<file path="config.mk">
export PLATFORM = sky130hd
export DESIGN_NAME = probabilistic_dual_scale_quantizer_core
export DESIGN_NICKNAME = d
export VERILOG_FILES = /design/src/rtl/core/pqz_pkg.sv /design/src/rtl/core/pqz_nearest.sv /design/src/rtl/core/probabilistic_dual_scale_quantizer_core.sv
export SDC_FILE = /design/constraint.sdc
export NUM_CORES = 2
export LEC_CHECK = 0
export BUFFER_PORTS_ARGS = -buffer_cell sky130_fd_sc_hd__buf_2
export CORE_ASPECT_RATIO = 1.5
export CORE_MARGIN = 2
export CORE_UTILIZATION = 40
export DETAILED_ROUTE_END_ITERATION = 8
export SYNTH_ARGS = -nofsm -noshare
export SYNTH_HDL_FRONTEND = slang
export SYNTH_SLANG_ARGS = --single-unit
</file>
<file path="constraint.sdc">
create_clock -name clk -period 20 [get_ports clk]
set_clock_uncertainty 0.05 [all_clocks]
set_input_delay 1 -clock clk [delete_from_list [all_inputs] [get_ports clk]]
set_output_delay 1 -clock clk [all_outputs]
set_load 0.01 [all_outputs]
</file>
<file path="src/rtl/core/pqz_pkg.sv">
// ----------------------------------------------------------------------------
// pqz_pkg
// Shared widths, register codes, pitch grid and helpers for the dual-scale
// pitch quantizer.
// ----------------------------------------------------------------------------
`default_nettype none

package pqz_pkg;

  localparam int CH_W         = 4;
  localparam int PITCH_W      = 18;
  localparam int RND_W        = 48;
  localparam int LEVEL_W      = 5;
  localparam int FACTOR_W     = 5;
  localparam int CLASSES      = 12;
  localparam int LEVELS_W     = LEVEL_W * CLASSES;
  localparam int NIBBLE_W     = 4;
  localparam int CLASS_W      = 4;
  localparam int FRAC_W       = 14;
  localparam int CFG_IDX_W    = 3;
  localparam int CFG_DATA_W   = LEVELS_W;
  localparam int CHANNELS_DEF = 16;

  // pitch units per volt, and the offset that makes any 18-bit pitch positive
  localparam int STEPS        = 10000;
  localparam int PITCH_OFFSET = 14 * STEPS;
  localparam int U_W          = 19;
  localparam int Q_W          = 5;
  localparam int SUM_W        = 20;
  // floor(u / STEPS) == (u * RECIP) >> RECIP_SHIFT, exact for u < 2^19
  localparam int RECIP        = 429497;
  localparam int RECIP_SHIFT  = 32;
  localparam int PROD_W       = 2 * U_W;

  localparam int PITCH_MAX    = 131071;
  localparam int PITCH_MIN    = -131072;
  localparam logic [LEVEL_W-1:0] LEVEL_FULL = 5'd16;

  localparam logic [CFG_IDX_W-1:0] REG_SCALE_ONE  = 3'd0;
  localparam logic [CFG_IDX_W-1:0] REG_SCALE_TWO  = 3'd1;
  localparam logic [CFG_IDX_W-1:0] REG_UNIQUE_ONE = 3'd2;
  localparam logic [CFG_IDX_W-1:0] REG_UNIQUE_TWO = 3'd3;

  typedef struct packed {
    logic               found;
    logic [CLASS_W-1:0] idx;
  } pqz_pick_t;

  function automatic logic [LEVEL_W-1:0] sat16(input logic [LEVEL_W-1:0] v);
    return (v > LEVEL_FULL) ? LEVEL_FULL : v;
  endfunction

  function automatic logic [FRAC_W-1:0] grid_at(input logic [CLASS_W-1:0] j);
    logic [FRAC_W-1:0] g;
    unique case (j)
      4'd0:    g = 14'd0;
      4'd1:    g = 14'd833;
      4'd2:    g = 14'd1666;
      4'd3:    g = 14'd2500;
      4'd4:    g = 14'd3333;
      4'd5:    g = 14'd4166;
      4'd6:    g = 14'd5000;
      4'd7:    g = 14'd5833;
      4'd8:    g = 14'd6666;
      4'd9:    g = 14'd7500;
      4'd10:   g = 14'd8333;
      4'd11:   g = 14'd9166;
      default: g = 14'd0;
    endcase
    return g;
  endfunction

endpackage

`default_nettype wire

</file>
<file path="src/rtl/core/pqz_nearest.sv">
// ----------------------------------------------------------------------------
// pqz_nearest
// Picks the eligible pitch class nearest to the position within the volt;
// the lower class wins a tie.
// ----------------------------------------------------------------------------
`default_nettype none

module pqz_nearest (
  input  wire logic [pqz_pkg::FRAC_W-1:0]  frac,
  input  wire logic [pqz_pkg::CLASSES-1:0] elig,
  output pqz_pkg::pqz_pick_t               pick
);
  import pqz_pkg::*;

  typedef struct packed {
    logic               ok;
    logic [CLASS_W-1:0] idx;
    logic [FRAC_W-1:0]  gap;
  } cand_t;

  // a always carries the lower class indexes
  function automatic cand_t merge(input cand_t a, input cand_t b);
    return (a.ok && (!b.ok || a.gap <= b.gap)) ? a : b;
  endfunction

  cand_t leaf [CLASSES];
  cand_t lvl1 [6];
  cand_t lvl2 [3];
  cand_t lvl3;
  cand_t best;

  genvar j;
  for (j = 0; j < CLASSES; j++) begin : g_leaf
    logic [FRAC_W-1:0] g;
    assign g = grid_at(CLASS_W'(j));
    assign leaf[j].ok  = elig[j];
    assign leaf[j].idx = CLASS_W'(j);
    assign leaf[j].gap = (frac >= g) ? (frac - g) : (g - frac);
  end

  for (j = 0; j < 6; j++) begin : g_lvl1
    assign lvl1[j] = merge(leaf[2*j], leaf[2*j+1]);
  end

  for (j = 0; j < 3; j++) begin : g_lvl2
    assign lvl2[j] = merge(lvl1[2*j], lvl1[2*j+1]);
  end

  assign lvl3 = merge(lvl2[0], lvl2[1]);
  assign best = merge(lvl3, lvl2[2]);

  assign pick.found = best.ok;
  assign pick.idx   = best.idx;

endmodule

`default_nettype wire

</file>
<file path="src/rtl/core/probabilistic_dual_scale_quantizer_core.sv">
// ----------------------------------------------------------------------------
// probabilistic_dual_scale_quantizer_core
// Per-channel pitch quantizer over two weighted scales with random selection.
//
// Input channel (in_valid/in_stall) carries one sample of a multiplexed
// channel; output channel (out_valid/out_stall) returns one result per
// transfer, in order. A rising trigger on a channel quantizes its pitch to
// the nearest eligible pitch class; otherwise the channel's held pitch repeats.
// Results leave through the output register; one item per cycle is
// taken while the output is not stalled. The four-stage pipeline (input,
// divide by 10000 and eligibility, fraction, nearest-class pick and channel
// state) advances as a whole, so out_stall with a full output register
// freezes every stage and raises in_stall the same cycle.
// Config writes (cfg_we) are taken at any time, meant only while idle.
// Reset empties the pipeline, restores register defaults, marks every trigger
// high (no edge at start) and clears the held pitches; no clearing pass.
// ----------------------------------------------------------------------------
`default_nettype none

module probabilistic_dual_scale_quantizer_core #(
  parameter int CHANNELS = pqz_pkg::CHANNELS_DEF
) (
  input  wire logic                              clk,
  input  wire logic                              rst,
  input  wire logic                              cfg_we,
  input  wire logic [pqz_pkg::CFG_IDX_W-1:0]     cfg_index,
  input  wire logic [pqz_pkg::CFG_DATA_W-1:0]    cfg_data,
  input  wire logic                              in_valid,
  output logic                                   in_stall,
  input  wire logic [pqz_pkg::CH_W-1:0]          channel,
  input  wire logic                              trigger_high,
  input  wire logic signed [pqz_pkg::PITCH_W-1:0] pitch_volts,
  input  wire logic [pqz_pkg::RND_W-1:0]         random_bits,
  output logic                                   out_valid,
  input  wire logic                              out_stall,
  output logic [pqz_pkg::CH_W-1:0]               out_channel,
  output logic signed [pqz_pkg::PITCH_W-1:0]     pitch_out,
  output logic                                   fresh,
  output logic                                   none_eligible
);
  import pqz_pkg::*;

  localparam int IDX_W = (CHANNELS > 1) ? $clog2(CHANNELS) : 1;

  // configuration
  logic [LEVELS_W-1:0] scale_one;
  logic [LEVELS_W-1:0] scale_two;
  logic [FACTOR_W-1:0] factor_one;
  logic [FACTOR_W-1:0] factor_two;

  always_ff @(posedge clk) begin
    if (rst) begin
      scale_one  <= {CLASSES{LEVEL_FULL}};
      scale_two  <= {CLASSES{LEVEL_FULL}};
      factor_one <= LEVEL_FULL;
      factor_two <= '0;
    end else if (cfg_we) begin
      unique case (cfg_index)
        REG_SCALE_ONE:  scale_one  <= cfg_data;
        REG_SCALE_TWO:  scale_two  <= cfg_data;
        REG_UNIQUE_ONE: factor_one <= cfg_data[FACTOR_W-1:0];
        REG_UNIQUE_TWO: factor_two <= cfg_data[FACTOR_W-1:0];
        default: ;
      endcase
    end
  end

  logic adv;
  assign adv      = !out_valid || !out_stall;
  assign in_stall = !adv;

  // stage 1: input register
  logic                      s1_valid;
  logic [CH_W-1:0]           s1_channel;
  logic                      s1_trig;
  logic signed [PITCH_W-1:0] s1_pitch;
  logic [RND_W-1:0]          s1_rnd;

  always_ff @(posedge clk) begin
    if (rst) begin
      s1_valid <= 1'b0;
    end else if (adv) begin
      s1_valid <= in_valid;
    end
  end

  always_ff @(posedge clk) begin
    if (adv) begin
      s1_channel <= channel;
      s1_trig    <= trigger_high;
      s1_pitch   <= pitch_volts;
      s1_rnd     <= random_bits;
    end
  end

  // stage 2: volt number by reciprocal multiply, class eligibility
  logic [SUM_W-1:0]   u_sum;
  logic [U_W-1:0]     u_next;
  logic [PROD_W-1:0]  prod;
  logic [Q_W-1:0]     q_next;
  logic [FACTOR_W-1:0] f1;
  logic [FACTOR_W-1:0] f2;
  logic [CLASSES-1:0] elig_next;

  assign u_sum  = SUM_W'(s1_pitch) + SUM_W'(PITCH_OFFSET);
  assign u_next = u_sum[U_W-1:0];
  assign prod   = PROD_W'(u_next) * PROD_W'(RECIP);
  assign q_next = prod[RECIP_SHIFT +: Q_W];
  assign f1     = sat16(factor_one);
  assign f2     = sat16(factor_two);

  genvar j;
  for (j = 0; j < CLASSES; j++) begin : g_cls
    logic [LEVEL_W-1:0]   p1r, p2r, p1, p2, pm;
    logic [2*LEVEL_W-1:0] m1, m2;
    assign p1r = sat16(scale_one[LEVEL_W*j +: LEVEL_W]);
    assign p2r = sat16(scale_two[LEVEL_W*j +: LEVEL_W]);
    assign m1  = (2*LEVEL_W)'(p1r) * (2*LEVEL_W)'(f1);
    assign m2  = (2*LEVEL_W)'(p2r) * (2*LEVEL_W)'(f2);
    // a class present in one scale only is weighted by that scale's factor
    assign p1  = (p1r != '0 && p2r == '0) ? m1[4 +: LEVEL_W] : p1r;
    assign p2  = (p2r != '0 && p1r == '0) ? m2[4 +: LEVEL_W] : p2r;
    assign pm  = (p1 > p2) ? p1 : p2;
    assign elig_next[j] = LEVEL_W'(s1_rnd[NIBBLE_W*j +: NIBBLE_W]) < pm;
  end

  logic               s2_valid;
  logic [CH_W-1:0]    s2_channel;
  logic               s2_trig;
  logic [U_W-1:0]     s2_u;
  logic [Q_W-1:0]     s2_q;
  logic [CLASSES-1:0] s2_elig;

  always_ff @(posedge clk) begin
    if (rst) begin
      s2_valid <= 1'b0;
    end else if (adv) begin
      s2_valid <= s1_valid;
    end
  end

  always_ff @(posedge clk) begin
    if (adv) begin
      s2_channel <= s1_channel;
      s2_trig    <= s1_trig;
      s2_u       <= u_next;
      s2_q       <= q_next;
      s2_elig    <= elig_next;
    end
  end

  // stage 3: position within the volt and the volt's base pitch
  logic [U_W-1:0]          qs;
  logic [U_W-1:0]          frac_full;
  logic [FRAC_W-1:0]       frac_next;
  logic signed [SUM_W-1:0] base_next;

  assign qs        = U_W'(s2_q) * U_W'(STEPS);
  assign frac_full = s2_u - qs;
  assign frac_next = frac_full[FRAC_W-1:0];
  assign base_next = SUM_W'(qs) - SUM_W'(PITCH_OFFSET);

  logic                    s3_valid;
  logic [CH_W-1:0]         s3_channel;
  logic                    s3_trig;
  logic [FRAC_W-1:0]       s3_frac;
  logic signed [SUM_W-1:0] s3_base;
  logic [CLASSES-1:0]      s3_elig;

  always_ff @(posedge clk) begin
    if (rst) begin
      s3_valid <= 1'b0;
    end else if (adv) begin
      s3_valid <= s2_valid;
    end
  end

  always_ff @(posedge clk) begin
    if (adv) begin
      s3_channel <= s2_channel;
      s3_trig    <= s2_trig;
      s3_frac    <= frac_next;
      s3_base    <= base_next;
      s3_elig    <= s2_elig;
    end
  end

  // stage 4: nearest class, channel state, result register
  pqz_pick_t pick;

  pqz_nearest u_nearest (
    .frac (s3_frac),
    .elig (s3_elig),
    .pick (pick)
  );

  logic [CHANNELS-1:0]       last_trig;
  logic signed [PITCH_W-1:0] held [CHANNELS];

  logic                      chan_ok;
  logic [IDX_W-1:0]          sidx;
  logic                      trig_edge;
  logic signed [SUM_W-1:0]   sum;
  logic signed [PITCH_W-1:0] sum_sat;
  logic signed [PITCH_W-1:0] q_res;
  logic signed [PITCH_W-1:0] pitch_next;

  assign chan_ok   = {1'b0, s3_channel} < (CH_W+1)'(CHANNELS);
  assign sidx      = IDX_W'(s3_channel);
  assign trig_edge = chan_ok && s3_trig && !last_trig[sidx];
  assign sum       = s3_base + SUM_W'(grid_at(pick.idx));

  always_comb begin
    priority if (sum > SUM_W'(PITCH_MAX)) begin
      sum_sat = PITCH_W'(PITCH_MAX);
    end else if (sum < SUM_W'(PITCH_MIN)) begin
      sum_sat = PITCH_W'(PITCH_MIN);
    end else begin
      sum_sat = sum[PITCH_W-1:0];
    end
  end

  assign q_res = pick.found ? sum_sat : '0;

  always_comb begin
    priority if (!chan_ok) begin
      pitch_next = '0;
    end else if (trig_edge) begin
      pitch_next = q_res;
    end else begin
      pitch_next = held[sidx];
    end
  end

  always_ff @(posedge clk) begin
    if (rst) begin
      last_trig <= '1;
      for (int c = 0; c < CHANNELS; c++) begin
        held[c] <= '0;
      end
    end else if (adv && s3_valid && chan_ok) begin
      last_trig[sidx] <= s3_trig;
      if (trig_edge) begin
        held[sidx] <= q_res;
      end
    end
  end

  always_ff @(posedge clk) begin
    if (rst) begin
      out_valid <= 1'b0;
    end else if (adv) begin
      out_valid <= s3_valid;
    end
  end

  always_ff @(posedge clk) begin
    if (adv) begin
      out_channel   <= s3_channel;
      pitch_out     <= pitch_next;
      fresh         <= trig_edge;
      none_eligible <= trig_edge && !pick.found;
    end
  end

endmodule

`default_nettype wire

</file>
==> impl_results.md <==
- Clock Latency Late Sink: 720 ps
- CTS tree: done
- FFs w/ async S/R, synth: 0%
- Fraction of layout cells with a size suffix above 1: 8.59%
- Die height: 486 um
- DIE AREA: 158000 sq um
- Crit path max fanout: 26
- DIE WIDTH: 326 um
- Worst slew pin tran: 1260 ps
- Count of cell types in the netlist: 103
- Area growth syn-to-layout: 9.02%
- PortBufs: 164
- Most frequent cell after synthesis: nand2_1
- CP max stage cell: and3_1
- Total iterations of the first detailed-routing run: 6
- Rel. slew slack: 15.3%
- Status: finished clean
- Initial antenna violation count: 21
- Post-DRT Antenna Nets: 0
- Yosys warns: 0
- Max-cap violation count: 0
- Avg Cell Area, Syn: 9.00 sq um
- Remaining DRCs: 0
- Post_cts resized: 0
- H-tree Lvls: 3
- Post-synth EDFFs: 466
- Vias in the first global route: 51500
- Core area: 155000 sq um
- Top_reg_cell synth: edfxtp_1
- Type of origin of the critical path: register
- Post-CTS Setup Bufs: 0
- Final-report max-slew violation count: 0
- Worst Setup End Kind: register
- Top post-synthesis cells by area: edfxtp_1, ha_1, fa_1
- Fmax: 0.0555 GHz
- TNS Setup: 0 ps
- Post-DR vias/cell: 5.55
- Std cell rows: 177
- CTS max path bufs: 3
- Layout Nets: 8187
- Hold_buf cts: 0
- Tmin final: 18010 ps
- Critical path arrival: 18490 ps
- Endpoints failing hold: 0
- Worst hold path class: register to register
- Vias: 50200
- Post-synthesis register bit count: 620
- Final core utilization: 43.7%
- Final RePlAce weighted congestion: 0.990
- Initial DRC Count: 3028
- Cells after synthesis: 6891
- Yosys top cell area share: 22.6%
- Tcrit/Tclk final: 90.1%
- Most frequent cells after synthesis: nand2_1, ha_1, nor2_1
- Boundary Pins: 165
- Final wirelength: 196 mm
- Initial Utilization: 40.1%
- Largest net degree at the start of global routing: 74
- First-pass GRT wire length: 300 mm
- CTS Root Cell: clkbuf_16
- Setup CP Type: register to register
- Mapped Area: 62000 sq um
- Setup violations, final: 0
- Global-route usage over all layers: 24.6%
- Final-layout fill cell count: 15300
- Synth area leader: edfxtp_1
- Grt ovf: 0
- Setup repair after global routing missed its margin: no
- DR WL/cell: 21.7 um
- DP HPWL: 149 mm
- Worst path required time: 20470 ps
- Most used cell, CP: ha_1
- Clock slew at reported path FFs: 60 ps
- # clock sinks: 620
- Syn Nets: 8154
- Total CTS buffers: 72
- Max stage delay on crit path: 990 ps
- Post-synthesis sequential area ratio: 27.5%
## cell usage in the layout (no fill, tap or decap), types with 43 or more instances in the layout
cell type	Yosys	layout
clkbuf_16	0	73
buf_2	23	163
nor2_1	745	745
xor2_1	67	67
o21ai_1	45	45
nand3b_1	51	51
buf_4	1	119
nor2b_1	138	130
fa_1	308	308
a31oi_1	45	43
a21oi_1	415	415
nand2_1	875	873
mux2i_1	118	118
nand3_1	92	92
nor3_1	83	82
dfxtp_1	154	150
edfxtp_1	466	466
mux4_2	95	95
inv_1	720	720
o21ai_0	199	199
a21o_1	84	84
nand2b_1	150	148
and2_1	90	89
ha_1	816	816
xnor2_1	284	284
## kinds of logic after synthesis
family	Yosys count	share of synthesized area [%]
AOI/OAI and AO/OA	1125	11.3
and+or+nand+nor	2362	17.2
adders and majority gates	1124	26.4
buffers and inverters	1053	6.45
muxes	256	6.16
xor gates and xnor gates	351	4.96
DFF	620	27.5
## stage by stage
stage          cell area (sq um)  cells  setup slack (ps)  hold WS [ps]
6_report                   67600   9047              1990           370
3_3_place_gp               65200   8907              2160           351
3_5_place_dp               65200   8908              2490           357
5_1_grt                    67600   9046               805           346
4_1_cts                    67600   9040              2410           313
2_1_floorplan              62000   6891              5800           350
## worst paths after layout
kind	startpoint	endpoint	slack, ps	cells after the start
worst min register to register	s1_channel[2]	s2_channel[2]	370	0
worst min-delay path	s1_channel[2]	s2_channel[2]	370	0
worst max register to register	s3_frac[3]	pitch_out[2]	1990	59
worst max-delay path	s3_frac[3]	pitch_out[2]	1990	59
## per-layer routing
layer	vias to the layer above	GRT usage, %	routed length [um]
li1	23600	-	-
met5	-	0	126
met3	546	3.50	9490
met4	22	13.6	11700
met2	1502	46.5	104000
met1	24600	26.1	71400
## layout make-up
class                   count  area (sq um)  area share, %
flip-flops and latches    620         17100           25.3
diodes                      7          17.5         0.0259
repair buffers            283          1720           2.54
well taps                2058          2570           3.81
inverters                 729          2740           4.05
clock inverters            50           552          0.816
clock buffers              82          1880           2.78
multi-input cells        5218         41100           60.7
## state kept, by name, indices dropped and copies added, names as in the netlist, 5 cells and up, named ones only
signal,count
factor_one,5
s1_pitch,18
s3_frac,14
s2_elig,12
s2_q,5
last_trig,16
s3_base,16
pitch_out,18
factor_two,5
s2_u,14
s1_rnd,48
s3_elig,12
scale_two,60
scale_one,60
held,288
## worst max-delay path: cells and delay by family, from the launching register on
kind,cells,cell delay [ps]
AO/OA/AOI/OAI,25,7970
AND/OR/NAND/NOR,18,4170
adder cells (fa/ha/maj),7,2350
buffers and inverters,6,1620
multiplexers,3,1260
flip-flops,1,350
Power is left out: the tool's default activity adds up to more than one toggle a clock period on the data nets, which glitch-free logic cannot reach.
